File: config.mk
export PLATFORM = sky130hd
export DESIGN_NAME = sql_token_classifier_core_flat
export DESIGN_NICKNAME = d
export VERILOG_FILES = /design/src/hw/rtl/sqtc_pkg.sv /design/src/hw/rtl/sqtc_in_if.sv /design/src/hw/rtl/sqtc_out_if.sv /design/src/hw/rtl/sql_token_classifier_core.sv /design/src/hw/rtl/sqtc_lexer.sv /design/src/hw/rtl/sqtc_out_fifo.sv /design/src/flat_wrapper.sv
export SDC_FILE = /design/constraint.sdc
export NUM_CORES = 2
export LEC_CHECK = 0
export ABC_CLOCK_PERIOD_IN_PS = 13850
export BUFFER_PORTS_ARGS = -buffer_cell sky130_fd_sc_hd__buf_2
export CAP_MARGIN = 30
export CORE_MARGIN = 1
export CORE_UTILIZATION = 52
export DETAILED_ROUTE_END_ITERATION = 8
export HOLD_SLACK_MARGIN = 0.06
export PLACE_DENSITY = 0.66
export SLEW_MARGIN = 20
export SYNTH_ARGS = -nofsm -noshare
export SYNTH_HDL_FRONTEND = slang
export SYNTH_SLANG_ARGS = --single-unit
File: constraint.sdc
create_clock -name clk -period 13.85 [get_ports clk]
set_input_delay 0 -clock clk [delete_from_list [all_inputs] [get_ports clk]]
set_output_delay 0 -clock clk [all_outputs]
set_load 0.02 [all_outputs]
File: src/hw/rtl/sqtc_pkg.sv
package sqtc_pkg;

	localparam int MAX_KEYWORD_LEN = 16;
	localparam int KW_W = 8 * MAX_KEYWORD_LEN;
	localparam int KW_IW = $clog2(MAX_KEYWORD_LEN);
	localparam int KW_COUNT = 92;
	localparam int FIFO_DEPTH = 4;
	localparam int FIFO_AW = $clog2(FIFO_DEPTH);
	localparam int FIFO_CW = $clog2(FIFO_DEPTH + 1);

	typedef enum logic [3:0] {
		C_SPACE    = 4'd0,
		C_NEWLINE  = 4'd1,
		C_TAB      = 4'd2,
		C_STRING   = 4'd3,
		C_COMMENT  = 4'd4,
		C_BRACKET  = 4'd5,
		C_OPER     = 4'd6,
		C_NUMBER   = 4'd7,
		C_KEYWORD  = 4'd8,
		C_VARIABLE = 4'd9
	} tok_class_t;

	// ASCII characters the lexer looks at
	localparam logic [7:0] CH_TAB    = 8'h09;
	localparam logic [7:0] CH_LF     = 8'h0A;
	localparam logic [7:0] CH_SPACE  = 8'h20;
	localparam logic [7:0] CH_BANG   = 8'h21;
	localparam logic [7:0] CH_DQUOTE = 8'h22;
	localparam logic [7:0] CH_AMP    = 8'h26;
	localparam logic [7:0] CH_SQUOTE = 8'h27;
	localparam logic [7:0] CH_LPAR   = 8'h28;
	localparam logic [7:0] CH_RPAR   = 8'h29;
	localparam logic [7:0] CH_STAR   = 8'h2A;
	localparam logic [7:0] CH_DASH   = 8'h2D;
	localparam logic [7:0] CH_DOT    = 8'h2E;
	localparam logic [7:0] CH_SLASH  = 8'h2F;
	localparam logic [7:0] CH_0      = 8'h30;
	localparam logic [7:0] CH_9      = 8'h39;
	localparam logic [7:0] CH_LT     = 8'h3C;
	localparam logic [7:0] CH_EQ     = 8'h3D;
	localparam logic [7:0] CH_GT     = 8'h3E;
	localparam logic [7:0] CH_UA     = 8'h41;
	localparam logic [7:0] CH_UZ     = 8'h5A;
	localparam logic [7:0] CH_LBRK   = 8'h5B;
	localparam logic [7:0] CH_BSLASH = 8'h5C;
	localparam logic [7:0] CH_RBRK   = 8'h5D;
	localparam logic [7:0] CH_CARET  = 8'h5E;
	localparam logic [7:0] CH_UNDER  = 8'h5F;
	localparam logic [7:0] CH_LA     = 8'h61;
	localparam logic [7:0] CH_LZ     = 8'h7A;
	localparam logic [7:0] CH_LBRC   = 8'h7B;
	localparam logic [7:0] CH_PIPE   = 8'h7C;
	localparam logic [7:0] CH_RBRC   = 8'h7D;
	localparam logic [7:0] CH_TILDE  = 8'h7E;

	typedef logic [MAX_KEYWORD_LEN-1:0][7:0] word_t;

	typedef struct packed {
		tok_class_t  cls;
		logic [15:0] len;
		logic        clip;
		logic        last;
		logic        done;
	} rec_t;

	typedef struct packed {
		logic [1:0] n;
		rec_t       r0;
		rec_t       r1;
	} step_t;

	// Keywords, right aligned and zero padded, first character in the highest used byte
	localparam logic [KW_W-1:0] KW_TABLE [KW_COUNT] = '{
		"SELECT", "FROM", "WHERE", "INSERT", "UPDATE", "DELETE", "CREATE", "DROP",
		"ALTER", "TABLE", "INDEX", "VIEW", "PROCEDURE", "FUNCTION", "TRIGGER",
		"DATABASE", "SCHEMA", "PRIMARY", "FOREIGN", "KEY", "CONSTRAINT", "UNIQUE",
		"NOT", "NULL", "DEFAULT", {"AUTO_", "INCREMENT"}, "INCREMENT", "VALUES", "INTO",
		"SET", "AS", "JOIN", "INNER", "LEFT", "RIGHT", "OUTER", "ON", "GROUP", "BY",
		"HAVING", "ORDER", "ASC", "DESC", "LIMIT", "OFFSET", "DISTINCT", "BETWEEN",
		"LIKE", "IN", "EXISTS", "ALL", "ANY", "UNION", "INTERSECT", "EXCEPT", "CASE",
		"WHEN", "THEN", "ELSE", "END", "BEGIN", "IF", "FOR", "WHILE", "DO", "LOOP",
		"DECLARE", "COMMIT", "ROLLBACK", "SAVEPOINT", "TRANSACTION", "WITH", "USING",
		"FETCH", "FIRST", "NEXT", "ROWS", "ONLY", "SHARE", "LOCK", "OF", "NOWAIT",
		"WAIT", "SKIP", "UNLOCK", "REPLACE", "TEMPORARY", "TEMP", "OR", "AND",
		"TRUE", "FALSE"
	};

	// Word class of a buffered word: keyword on an exact table match
	function automatic tok_class_t word_class(word_t wb, logic [15:0] len, logic too_long);
		logic [KW_W-1:0] w;
		logic [KW_IW-1:0] idx;
		logic hit;
		w = '0;
		hit = 1'b0;
		for (int i = 0; i < MAX_KEYWORD_LEN; i++) begin
			idx = KW_IW'(len - 16'(i) - 16'd1);
			if (16'(i) < len) begin
				w[8*i +: 8] = wb[idx];
			end
		end
		if (!too_long && len <= 16'(MAX_KEYWORD_LEN)) begin
			for (int k = 0; k < KW_COUNT; k++) begin
				if (w == KW_TABLE[k]) begin
					hit = 1'b1;
				end
			end
		end
		return hit ? C_KEYWORD : C_VARIABLE;
	endfunction

endpackage

File: src/hw/rtl/sqtc_in_if.sv
interface sqtc_in_if;
	logic       valid;
	logic       ready;
	logic [7:0] text_byte;
	logic       final_byte;

	modport source (output valid, output text_byte, output final_byte, input ready);
	modport sink (input valid, input text_byte, input final_byte, output ready);
endinterface

File: src/hw/rtl/sqtc_out_if.sv
interface sqtc_out_if;
	logic        valid;
	logic        ready;
	logic [3:0]  token_class;
	logic [15:0] token_length;
	logic        length_clipped;
	logic        last_of_run;
	logic        text_done;

	modport source (output valid, output token_class, output token_length,
		output length_clipped, output last_of_run, output text_done, input ready);
	modport sink (input valid, input token_class, input token_length,
		input length_clipped, input last_of_run, input text_done, output ready);
endinterface

File: src/hw/rtl/sql_token_classifier_core.sv
// Channel    Dir  Payload
// text_in    in   text_byte[7:0], final_byte
// token_out  out  token_class[3:0], token_length[15:0], length_clipped,
//                 last_of_run, text_done
//
// One byte per cycle is accepted; the lexer step and keyword match are done in the
// accept cycle and the records land in a four-entry result queue.
// A byte yields zero, one or two records; the output drains one per ready cycle.
// text_in.ready drops while the queue has fewer than two free entries.
// arst_n returns the lexer to idle with no pending token and empties the queue.
module sql_token_classifier_core (
	input  logic  clk,
	input  logic  arst_n,
	sqtc_in_if.sink    text_in,
	sqtc_out_if.source token_out
);
	import sqtc_pkg::*;

	step_t step;
	rec_t  head;
	logic  room;
	logic  fire;

	// Accept a transaction when the queue can take a full step
	assign text_in.ready = room;
	assign fire = text_in.valid && room;

	sqtc_lexer u_lexer (
		.clk        (clk),
		.arst_n     (arst_n),
		.fire       (fire),
		.text_byte  (text_in.text_byte),
		.final_byte (text_in.final_byte),
		.step       (step)
	);

	sqtc_out_fifo u_fifo (
		.clk    (clk),
		.arst_n (arst_n),
		.push   (fire),
		.step   (step),
		.room   (room),
		.valid  (token_out.valid),
		.pop    (token_out.ready),
		.head   (head)
	);

	// Drive the result payload from the queue head
	assign token_out.token_class = head.cls;
	assign token_out.token_length = head.len;
	assign token_out.length_clipped = head.clip;
	assign token_out.last_of_run = head.last;
	assign token_out.text_done = head.done;
endmodule

File: src/hw/rtl/sqtc_lexer.sv
module sqtc_lexer (
	input  logic              clk,
	input  logic              arst_n,
	input  logic              fire,
	input  logic [7:0]        text_byte,
	input  logic              final_byte,
	output sqtc_pkg::step_t   step
);
	import sqtc_pkg::*;

	typedef enum logic [13:0] {
		M_IDLE  = 14'b00000000000001,
		M_STR   = 14'b00000000000010,
		M_ESC   = 14'b00000000000100,
		M_DASH  = 14'b00000000001000,
		M_LINE  = 14'b00000000010000,
		M_SLASH = 14'b00000000100000,
		M_BLOCK = 14'b00000001000000,
		M_BSTAR = 14'b00000010000000,
		M_EQ    = 14'b00000100000000,
		M_BANG  = 14'b00001000000000,
		M_LT    = 14'b00010000000000,
		M_GT    = 14'b00100000000000,
		M_NUM   = 14'b01000000000000,
		M_WORD  = 14'b10000000000000
	} mode_t;

	typedef struct packed {
		logic       emit;
		tok_class_t cls;
		logic       start;
		mode_t      mode;
		logic       quote;
		logic       word;
	} fresh_t;

	mode_t       mode_q, v_mode;
	logic        qd_q, v_qd;
	logic [15:0] cnt_q, v_cnt;
	logic        clip_q, v_clip;
	logic        wtl_q, v_wtl;
	word_t       buf_q, v_buf;
	logic        w_en;
	logic [KW_IW-1:0] w_idx;
	logic        a_en, b_en, c_en;
	rec_t        a_rec, b_rec, c_rec;
	fresh_t      fr;
	logic        do_fresh;

	function automatic logic is_digit(logic [7:0] b);
		return b >= CH_0 && b <= CH_9;
	endfunction

	function automatic logic is_word(logic [7:0] b);
		return (b >= CH_UA && b <= CH_UZ) || (b >= CH_LA && b <= CH_LZ) || b == CH_UNDER;
	endfunction

	// Decode a byte that starts a new token
	function automatic fresh_t fresh_f(logic [7:0] b);
		fresh_t f;
		f = '{emit: 1'b0, cls: C_VARIABLE, start: 1'b0, mode: M_IDLE, quote: 1'b0,
			word: 1'b0};
		case (b)
			CH_SPACE: begin f.emit = 1'b1; f.cls = C_SPACE; end
			CH_LF: begin f.emit = 1'b1; f.cls = C_NEWLINE; end
			CH_TAB: begin f.emit = 1'b1; f.cls = C_TAB; end
			CH_DQUOTE, CH_SQUOTE: begin f.start = 1'b1; f.mode = M_STR; f.quote = 1'b1; end
			CH_DASH: begin f.start = 1'b1; f.mode = M_DASH; end
			CH_SLASH: begin f.start = 1'b1; f.mode = M_SLASH; end
			CH_LBRC, CH_RBRC, CH_LBRK, CH_RBRK, CH_LPAR, CH_RPAR: begin
				f.emit = 1'b1; f.cls = C_BRACKET;
			end
			CH_EQ: begin f.start = 1'b1; f.mode = M_EQ; end
			CH_BANG: begin f.start = 1'b1; f.mode = M_BANG; end
			CH_LT: begin f.start = 1'b1; f.mode = M_LT; end
			CH_GT: begin f.start = 1'b1; f.mode = M_GT; end
			CH_AMP, CH_PIPE, CH_CARET, CH_TILDE: begin f.emit = 1'b1; f.cls = C_OPER; end
			default: begin
				if (is_digit(b)) begin
					f.start = 1'b1; f.mode = M_NUM;
				end else if (is_word(b)) begin
					f.start = 1'b1; f.mode = M_WORD; f.word = 1'b1;
				end else begin
					f.emit = 1'b1; f.cls = C_VARIABLE;
				end
			end
		endcase
		return f;
	endfunction

	// Step the lexer on one byte, then flush on the final byte
	always_comb begin
		v_mode = mode_q;
		v_qd = qd_q;
		v_cnt = cnt_q;
		v_clip = clip_q;
		v_wtl = wtl_q;
		w_en = 1'b0;
		w_idx = cnt_q[KW_IW-1:0];
		a_en = 1'b0;
		a_rec = '{cls: C_VARIABLE, len: cnt_q, clip: clip_q, last: 1'b0, done: 1'b0};
		b_en = 1'b0;
		c_en = 1'b0;
		c_rec = a_rec;
		do_fresh = 1'b0;
		fr = fresh_f(text_byte);

		case (mode_q)
			M_STR: begin
				if (cnt_q == 16'hFFFF) v_clip = 1'b1; else v_cnt = cnt_q + 16'd1;
				if (text_byte == CH_BSLASH) begin
					v_mode = M_ESC;
				end else if (text_byte == (qd_q ? CH_DQUOTE : CH_SQUOTE)) begin
					a_en = 1'b1; a_rec.cls = C_STRING; a_rec.len = v_cnt; a_rec.clip = v_clip;
					v_mode = M_IDLE;
				end
			end
			M_ESC: begin
				if (cnt_q == 16'hFFFF) v_clip = 1'b1; else v_cnt = cnt_q + 16'd1;
				v_mode = M_STR;
			end
			M_DASH: begin
				if (text_byte == CH_DASH) begin
					v_cnt = 16'd2; v_mode = M_LINE;
				end else begin
					a_en = 1'b1; a_rec.cls = C_OPER; do_fresh = 1'b1;
				end
			end
			M_LINE: begin
				if (text_byte == CH_LF) begin
					a_en = 1'b1; a_rec.cls = C_COMMENT; do_fresh = 1'b1;
				end else if (cnt_q == 16'hFFFF) begin
					v_clip = 1'b1;
				end else begin
					v_cnt = cnt_q + 16'd1;
				end
			end
			M_SLASH: begin
				if (text_byte == CH_STAR) begin
					v_cnt = 16'd2; v_mode = M_BLOCK;
				end else begin
					a_en = 1'b1; a_rec.cls = C_VARIABLE; do_fresh = 1'b1;
				end
			end
			M_BLOCK: begin
				if (cnt_q == 16'hFFFF) v_clip = 1'b1; else v_cnt = cnt_q + 16'd1;
				if (text_byte == CH_STAR) v_mode = M_BSTAR;
			end
			M_BSTAR: begin
				if (cnt_q == 16'hFFFF) v_clip = 1'b1; else v_cnt = cnt_q + 16'd1;
				if (text_byte == CH_SLASH) begin
					a_en = 1'b1; a_rec.cls = C_COMMENT; a_rec.len = v_cnt; a_rec.clip = v_clip;
					v_mode = M_IDLE;
				end else if (text_byte != CH_STAR) begin
					v_mode = M_BLOCK;
				end
			end
			M_EQ, M_BANG, M_GT, M_LT: begin
				if (text_byte == CH_EQ || (mode_q == M_LT && text_byte == CH_GT)) begin
					if (cnt_q == 16'hFFFF) v_clip = 1'b1; else v_cnt = cnt_q + 16'd1;
					a_en = 1'b1; a_rec.cls = C_OPER; a_rec.len = v_cnt; a_rec.clip = v_clip;
					v_mode = M_IDLE;
				end else begin
					a_en = 1'b1;
					a_rec.cls = (mode_q == M_EQ) ? C_VARIABLE : C_OPER;
					do_fresh = 1'b1;
				end
			end
			M_NUM: begin
				if (is_digit(text_byte) || text_byte == CH_DOT) begin
					if (cnt_q == 16'hFFFF) v_clip = 1'b1; else v_cnt = cnt_q + 16'd1;
				end else begin
					a_en = 1'b1; a_rec.cls = C_NUMBER; do_fresh = 1'b1;
				end
			end
			M_WORD: begin
				if (is_word(text_byte) || is_digit(text_byte)) begin
					if (cnt_q < 16'(MAX_KEYWORD_LEN)) w_en = 1'b1; else v_wtl = 1'b1;
					if (cnt_q == 16'hFFFF) v_clip = 1'b1; else v_cnt = cnt_q + 16'd1;
				end else begin
					a_en = 1'b1; a_rec.cls = word_class(buf_q, cnt_q, wtl_q); do_fresh = 1'b1;
				end
			end
			default: begin
				do_fresh = 1'b1;
			end
		endcase

		// Start the next token on the same byte
		if (do_fresh) begin
			v_mode = M_IDLE;
			v_cnt = 16'd0;
			v_clip = 1'b0;
			b_en = fr.emit;
			if (fr.start) begin
				v_mode = fr.mode;
				v_cnt = 16'd1;
			end
			if (fr.quote) v_qd = (text_byte == CH_DQUOTE);
			if (fr.word) begin
				w_en = 1'b1;
				w_idx = '0;
				v_wtl = 1'b0;
			end
		end else if (a_en) begin
			v_cnt = 16'd0;
			v_clip = 1'b0;
		end
		b_rec = '{cls: fr.cls, len: 16'd1, clip: 1'b0, last: 1'b0, done: 1'b0};

		v_buf = buf_q;
		if (w_en) v_buf[w_idx] = text_byte;

		// Flush the pending token at end of text
		c_rec.len = v_cnt;
		c_rec.clip = v_clip;
		if (final_byte) begin
			case (v_mode)
				M_STR, M_ESC: begin c_en = 1'b1; c_rec.cls = C_STRING; end
				M_LINE, M_BLOCK, M_BSTAR: begin c_en = 1'b1; c_rec.cls = C_COMMENT; end
				M_SLASH, M_EQ: begin c_en = 1'b1; c_rec.cls = C_VARIABLE; end
				M_DASH, M_BANG, M_LT, M_GT: begin c_en = 1'b1; c_rec.cls = C_OPER; end
				M_NUM: begin c_en = 1'b1; c_rec.cls = C_NUMBER; end
				M_WORD: begin c_en = 1'b1; c_rec.cls = word_class(v_buf, v_cnt, v_wtl); end
				default: c_en = 1'b0;
			endcase
			v_mode = M_IDLE;
			v_cnt = 16'd0;
			v_clip = 1'b0;
			v_qd = 1'b0;
			v_wtl = 1'b0;
		end

		// Pack the records in order
		step.n = 2'(a_en) + 2'(b_en) + 2'(c_en);
		step.r0 = a_en ? a_rec : (b_en ? b_rec : c_rec);
		step.r1 = (a_en && b_en) ? b_rec : c_rec;
		step.r0.last = (step.n == 2'd1);
		step.r0.done = (step.n == 2'd1) && final_byte;
		step.r1.last = 1'b1;
		step.r1.done = final_byte;
	end

	// Hold lexer state, advance on each accepted byte
	always_ff @(posedge clk or negedge arst_n) begin
		if (!arst_n) begin
			mode_q <= M_IDLE;
			qd_q <= 1'b0;
			cnt_q <= 16'd0;
			clip_q <= 1'b0;
			wtl_q <= 1'b0;
		end else if (fire) begin
			mode_q <= v_mode;
			qd_q <= v_qd;
			cnt_q <= v_cnt;
			clip_q <= v_clip;
			wtl_q <= v_wtl;
		end
	end

	always_ff @(posedge clk) begin
		if (fire && w_en) buf_q[w_idx] <= text_byte;
	end

`ifndef ASSERT_OFF
	a_final_idle: assert property (@(posedge clk) disable iff (!arst_n)
		fire && final_byte |=> mode_q == M_IDLE && cnt_q == 16'd0)
		else $error("lexer not idle after final byte");
	a_pending_len: assert property (@(posedge clk) disable iff (!arst_n)
		mode_q != M_IDLE |-> cnt_q != 16'd0)
		else $error("pending token with zero length");
	a_two_recs: assert property (@(posedge clk) disable iff (!arst_n)
		fire && step.n == 2'd2 |-> a_en || b_en)
		else $error("two records without a closing token");
`endif
endmodule

File: src/hw/rtl/sqtc_out_fifo.sv
module sqtc_out_fifo (
	input  logic            clk,
	input  logic            arst_n,
	input  logic            push,
	input  sqtc_pkg::step_t step,
	output logic            room,
	output logic            valid,
	input  logic            pop,
	output sqtc_pkg::rec_t  head
);
	import sqtc_pkg::*;

	rec_t               mem_q [FIFO_DEPTH];
	logic [FIFO_AW-1:0] wr_q, rd_q;
	logic [FIFO_CW-1:0] cnt_q;
	logic [1:0]         n_push;
	logic               do_pop;

	// Room for a full two-record step
	assign room = cnt_q <= FIFO_CW'(FIFO_DEPTH - 2);
	assign valid = cnt_q != '0;
	assign head = mem_q[rd_q];
	assign n_push = push ? step.n : 2'd0;
	assign do_pop = pop && valid;

	always_ff @(posedge clk or negedge arst_n) begin
		if (!arst_n) begin
			wr_q <= '0;
			rd_q <= '0;
			cnt_q <= '0;
		end else begin
			wr_q <= wr_q + FIFO_AW'(n_push);
			rd_q <= rd_q + FIFO_AW'(do_pop);
			cnt_q <= cnt_q + FIFO_CW'(n_push) - FIFO_CW'(do_pop);
		end
	end

	// Write up to two records per step
	always_ff @(posedge clk) begin
		if (n_push != 2'd0) mem_q[wr_q] <= step.r0;
		if (n_push == 2'd2) mem_q[wr_q + FIFO_AW'(1)] <= step.r1;
	end

`ifndef ASSERT_OFF
	a_no_overflow: assert property (@(posedge clk) disable iff (!arst_n)
		cnt_q <= FIFO_CW'(FIFO_DEPTH))
		else $error("record queue overflow");
	a_pop_count: assert property (@(posedge clk) disable iff (!arst_n)
		do_pop && n_push == 2'd0 |=> cnt_q == $past(cnt_q) - FIFO_CW'(1))
		else $error("record count did not drop on pop");
	a_done_last: assert property (@(posedge clk) disable iff (!arst_n)
		valid && head.done |-> head.last)
		else $error("end of text on a record that is not last");
`endif
endmodule

File: src/flat_wrapper.sv
// flat-port wrapper written by rule: the top's interface ports become plain ports
module sql_token_classifier_core_flat import sqtc_pkg::*;
  (clk, arst_n, text_in_valid, text_in_text_byte, text_in_final_byte, text_in_ready, token_out_valid, token_out_token_class, token_out_token_length, token_out_length_clipped, token_out_last_of_run, token_out_text_done, token_out_ready);
  sqtc_in_if text_in_i ();
  sqtc_out_if token_out_i ();
  input  logic clk;
  input  logic arst_n;
  input wire logic [$bits(text_in_i.valid)-1:0] text_in_valid;
  input wire logic [$bits(text_in_i.text_byte)-1:0] text_in_text_byte;
  input wire logic [$bits(text_in_i.final_byte)-1:0] text_in_final_byte;
  output wire logic [$bits(text_in_i.ready)-1:0] text_in_ready;
  output wire logic [$bits(token_out_i.valid)-1:0] token_out_valid;
  output wire logic [$bits(token_out_i.token_class)-1:0] token_out_token_class;
  output wire logic [$bits(token_out_i.token_length)-1:0] token_out_token_length;
  output wire logic [$bits(token_out_i.length_clipped)-1:0] token_out_length_clipped;
  output wire logic [$bits(token_out_i.last_of_run)-1:0] token_out_last_of_run;
  output wire logic [$bits(token_out_i.text_done)-1:0] token_out_text_done;
  input wire logic [$bits(token_out_i.ready)-1:0] token_out_ready;
  assign text_in_i.valid = text_in_valid;
  assign text_in_i.text_byte = text_in_text_byte;
  assign text_in_i.final_byte = text_in_final_byte;
  assign text_in_ready = text_in_i.ready;
  assign token_out_valid = token_out_i.valid;
  assign token_out_token_class = token_out_i.token_class;
  assign token_out_token_length = token_out_i.token_length;
  assign token_out_length_clipped = token_out_i.length_clipped;
  assign token_out_last_of_run = token_out_i.last_of_run;
  assign token_out_text_done = token_out_i.text_done;
  assign token_out_i.ready = token_out_ready;
  sql_token_classifier_core u_core (.clk(clk), .arst_n(arst_n), .text_in(text_in_i), .token_out(token_out_i));
endmodule
Yosys cells after proc, flatten, opt, wreduce, memory -nomap -nowiden
Memory sizes are Yosys's and may differ from the RTL's.
Index checks and enable logic that the tools add are counted.
{ "word_totals": {"word_cells": 897, "mem_bits_rw": 92, "regBits": 168, "in_bits": 13, "memories": 1, "output_inout_bits": 25} }
{ "memory_table": {"columns": ["name", "depth", "word_bits", "rd", "rd_ports_with_merged_regs", "write_ports", "line_no", "rtl"], "rows": [
  ["u_core.u_fifo.mem_q", 4, 23, 1, 0, 2, "sqtc_out_fifo.sv:13", "rec_t mem_q [FIFO_DEPTH];"]
]} }
{ "op_classes": {"magnitude_cmp": 76, "reduce_logical": 36, "mux": 452, "eq_ne": 240, "add_sub_neg": 68} }
{ "ops": {"columns": ["cell", "n"], "rows": [
  ["$eq A128 B31 Y1 const B", 46],
  ["$eq A128 B39 Y1 const B", 36],
  ["$eq A128 B47 Y1 const B", 30],
  ["$eq A128 B23 Y1 const B", 18],
  ["$eq A128 B15 Y1 const B", 16],
  ["$eq A128 B55 Y1 const B", 14],
  ["$eq A128 B71 Y1 const B", 10],
  ["$mux W8", 129],
  ["$bmux W8 S4", 32],
  ["$eq A128 B63 Y1 const B", 8],
  ["$eq A128 B111 Y1 const B", 2],
  ["$eq A128 B79 Y1 const B", 2],
  ["$eq A128 B87 Y1 const B", 2],
  ["$lt A4 B16 Y1 const A", 16],
  ["$mux W1", 236],
  ["$lt A4 B5 Y1 const B", 33],
  ["$mux W16", 10],
  ["$mux W14", 11],
  ["$bwmux W128", 1],
  ["$lt A3 B16 Y1 const A", 8],
  ["$mux W128", 1],
  ["$sub A4 B1 Y4 const B", 32],
  ["$pmux W15 S8", 1],
  ["$eq A8 B6 Y1 const B", 14],
  ["71 further kinds", 164]
]} }

Depth between registers and ports, before layout
{ "logic_depth": {"word_depth": 121, "mapped_depth": 40, "ltp_nobuf": 27} }

Hierarchy
From an unflattened synthesis, not the netlist that was laid out.
{ "hier_totals": {"cells_unflattened": 5006, "area_unflattened_um2": 40397.5} }
{ "by_module_without_submodules": {"columns": ["module", "instances", "cells_per_inst", "seq_area_each_um2", "area_per_inst_um2"], "rows": [
  ["sqtc_lexer", 1, 4735, 4670.7, 35467.8],
  ["sqtc_out_fifo", 1, 270, 2937.8, 4923.5],
  ["sql_token_classifier_core", 1, 1, 0.0, 6.3]
]} }

Worst setup path before layout
OpenSTA, ideal clock, no wires.
{ "synth_timing": {"path_kind": "register -> register", "start": "register u_core.u_lexer.cnt_q[0]", "end": "memory u_core.u_fifo.mem_q[2][19] in the netlist's numbering, data pin", "required_time_ps": 13593, "stages_incl_launch_ff": 38, "arrival_ps": 9015, "n_path_buf": 16, "setup_slack_ps": 4578, "synth_period_minus_slack_ps": 9272, "setup_time_ps": 257, "path_cell_list": "dfrtp_1 -> buf_4 -> buf_2 -> buf_2 -> buf_2 -> clkinv_1 -> clkbuf_1 -> ha_1 -> buf_2 -> buf_1 -> buf_2 -> buf_2 -> mux2_2 -> nand2_1 -> and4_1 -> a21oi_4 -> buf_2 -> buf_2 -> [2 not listed] -> buf_2 -> clkinv_1 -> buf_1 -> clkbuf_1 -> clkbuf_1 -> mux2i_1 -> mux2i_1 -> o32ai_2 -> nand3_1 -> nor3_1 -> nand3_1 -> a2111oi_0 -> nor4_1 -> nand4_1 -> a2111oi_2 -> a31oi_2 -> o21ai_2 -> a32o_1"} }
{ "synth_lines": {"columns": ["element", "line_no", "rtl"], "rows": [
  ["start: declaration", "sqtc_lexer.sv:39", "logic [15:0] cnt_q, v_cnt;"],
  ["start signal: assignment", "sqtc_lexer.sv:255", "cnt_q <= v_cnt;"],
  ["end: declaration", "sqtc_out_fifo.sv:13", null]
]} }

==> run summary <==
Gate Count Post-Synth = 4403
Core Box Area = 70300 um^2
drt total wl = 177000 um
final setup violation count = 0
port bufs = 37
family with the most delay on the worst path = simple AND/OR/NAND/NOR gates
sw frac = 0.539
sequential share of power = 0.184
slowest CP cell = nor3_1
initial core utilization = 0.527
part of the power in the clock network = 0.145
CP Class = flip-flop to flip-flop
routed wl met3 = 28800 um
highest metal used = met5
register area share after synthesis = 0.204
RSZ-0062 raised after global routing = false
Pre-antenna DRT Iters = 7
Initial DRC Count = 7807
initial antenna violation count = 7
number of remaining DRC errors = 0
clk_skew = 0.0477 ns
CP arrival = 11.54 ns
CP Capture Type = flip-flop
global-route wire length before repair = 254000 um
Worst setup SP type = flip-flop
layout cells sized above 1 = 0.168
Yosys cell types = 141
largest stage delay on the critical path = 0.95 ns
CTS H-tree depth = 1
Synth warnings = 0
Root Buffer = clkbuf_16
most instantiated library cell after synthesis = nand2_1
DPL Wire Length = 138000 um
die width = 269 um
crit-path most repeated cell = buf_4
total grt overflow = 0
Antenna Nets Post-Route = 0
setup TNS = 0 ns
CTS tree = built
Yosys top cell area share = 0.175
Synth area leaders = edfxtp_1, mux4_2, mux2i_1
status = finished, final reports clean
Worst Path Buf+Inv = 5
Met2 Wirelength = 71200 um
Hold Path Class = input port to flip-flop
vias = 40.9k
design area = 38900 um^2
mapped cell area = 37000 um^2
vias in the first global route = 36.4k
ys async rst share = 0.154
Slew Viols, Final = 0
Final Hold Vio Count = 0
top_reg_cell synth = edfxtp_1
Diodes inserted = 0
routed length per instance = 33.8 um
Final #Nets = 4331
Post-synth top cells = nand2_1, nor2_1, mux2i_1, a21oi_1, edfxtp_1
max cap viols = 0
CTS sink count = 260
total power = 5720 uW
total CTS buffers = 31
Slew @ Worst Pin = 1.09 ns
Internal Pwr Total = 2630 uW
Tot GR Track Use = 0.478
Clock transition at path regs = 0.07 ns
Synth Register Bits = 260
leakage dissipation = 0.0134 uW
site row count = 97
post-synth net total = 4447
Max clock buf depth = 3
Net Sw Power = 3080 uW
M1 WL = 66400 um
via/cell ratio = 7.79
placed inst area = 37700 um^2
Worst-Skew Late Latency = 0.64 ns
Max-slew headroom = 0.263
Max FO, Critical Path = 50
worst vdd ir = 164 uV
DIE AREA = 72300 um^2
die height = 269 um
min Tclk post-route = 11.15 ns
Gate power share = 0.671
io pins = 38
Req. time, crit path = 14.24 ns
Final GP Congestion = 1.09
Avg Inst Size Synth = 8.41 um^2
post-CTS resize count = 0
Final period util = 0.805
largest area contributor in the netlist = edfxtp_1
area grow syn2layout = 5.16%
Post-synth EDFFs = 216
largest net degree at the start of global routing = 166
PwrDens = 147 nW/um^2
Fmax = 89.7 MHz
==> sequential cells by signal (all words and copies together) (netlist names) <==
signal	count
u_core.u_lexer.buf_q	128
u_core.u_lexer.mode_q	14
u_core.u_fifo.mem_q	92
u_core.u_lexer.wtl_q	1
u_core.u_lexer.clip_q	1
u_core.u_fifo.cnt_q	3
u_core.u_lexer.cnt_q	16
u_core.u_fifo.wr_q	2
u_core.u_lexer.qd_q	1
u_core.u_fifo.rd_q	2
==> routing by layer <==
metal | global-route usage | vias to the layer above
met5 | 0 | -
met4 | 0.216 | 10
met3 | 0.178 | 786
met2 | 0.678 | 3740
met1 | 0.643 | 19500
li1 | - | 16900
==> power groups by stage <==
stage	clock network (uW)	registers, uW	logic [uW]
floorplan	0	986	2500
global placement	0	1060	3580
detailed placement	0	1060	3590
CTS	826	1050	3600
global route	856	1060	3970
finish	829	1050	3830
==> tightest hold or removal path, cell delays in order <==
cell	delay, ns
buf_2	0.30
nand2_1	0.13
o21ai_0	0.08
==> timing repair <==
item	in CTS	in global routing
hold buffers	5	1
endpoints found under the hold margin	72	11
buffers inserted	0	0
==> layout make-up <==
type | count | area [um^2]
Multi-Input combinational cell | 3751 | 27700
Inverter | 89 | 339
Clock buffer | 38 | 802
Fill cell | 6513 | 31300
Timing Repair Buffer | 154 | 1140
Clock inverter | 20 | 210
Tap cell | 940 | 1180
Sequential cell | 260 | 7580
==> cells in the final DEF, fill, tap and decap left out, types with 21 or more instances in the layout <==
master     count
nand2_1      536
nor2_1       401
mux2i_1      359
a21oi_1      276
edfxtp_1     216
o21ai_0      215
mux4_2       197
nor3_1       185
mux2_2       176
nand3_1      139
nand4_1      104
buf_4         91
nor4_1        87
inv_1         80
o22ai_1       75
nand2b_1      52
and3_1        51
and2_1        49
buf_2         43
nor2b_1       39
or3_1         39
a31oi_1       38
a211oi_1      36
dfrtp_1       35
or2_2         33
clkbuf_16     31
or4_1         29
nor3b_1       27
ha_1          27
o211ai_1      25
nand4b_1      23
nor4b_1       22
xnor2_1       22
a22o_1        21
==> through the flow <==
stage | std cells | utilization | hold slack, ns | setup slack, ns
finish | 5252 | 0.554 | 0.116 | 2.70
global route | 5252 | 0.554 | 0.129 | 2.20
CTS | 5236 | 0.552 | 0.0822 | 3.16
detailed placement | 5173 | 0.537 | 0.198 | 3.21
global placement | 5163 | 0.535 | 0.194 | 3.31
floorplan | 4403 | - | -0.296 | 4.58
==> cells by family (layout without fill, tap and decap cells) <==
family                   after synthesis  count (layout)  share of synthesized area
buffers and inverters                392             301                     0.0513
AND/OR/NAND/NOR                     1948            1948                      0.270
adder cells (fa/ha/maj)               31              31                     0.0109
AO/OA/AOI/OAI                        997             997                      0.182
XOR/XNOR                              40              40                    0.00966
flip-flops                           260             260                      0.204
multiplexers                         735             735                      0.272
==> path summary, 6_finish.rpt <==
path / startpoint / endpoint / slack, ns / depth (start not counted)
min in group asynchronous: arst_n / u_core.u_lexer.mode_q[10] / 0.34 / 3
worst min register to register: u_core.u_fifo.mem_q[3][1] / u_core.u_fifo.mem_q[3][1] / 0.45 / 1
max in group asynchronous: arst_n / u_core.u_lexer.mode_q[0] / 12.97 / 4
worst max register to register: u_core.u_lexer.mode_q[6] / u_core.u_fifo.mem_q[3][19] / 2.70 / 27
worst min-delay path: text_in_text_byte[6] / u_core.u_lexer.buf_q[118] / 0.12 / 3
worst max-delay path: u_core.u_lexer.mode_q[6] / u_core.u_fifo.mem_q[3][19] / 2.70 / 27
(Power assumes the default switching activity.)
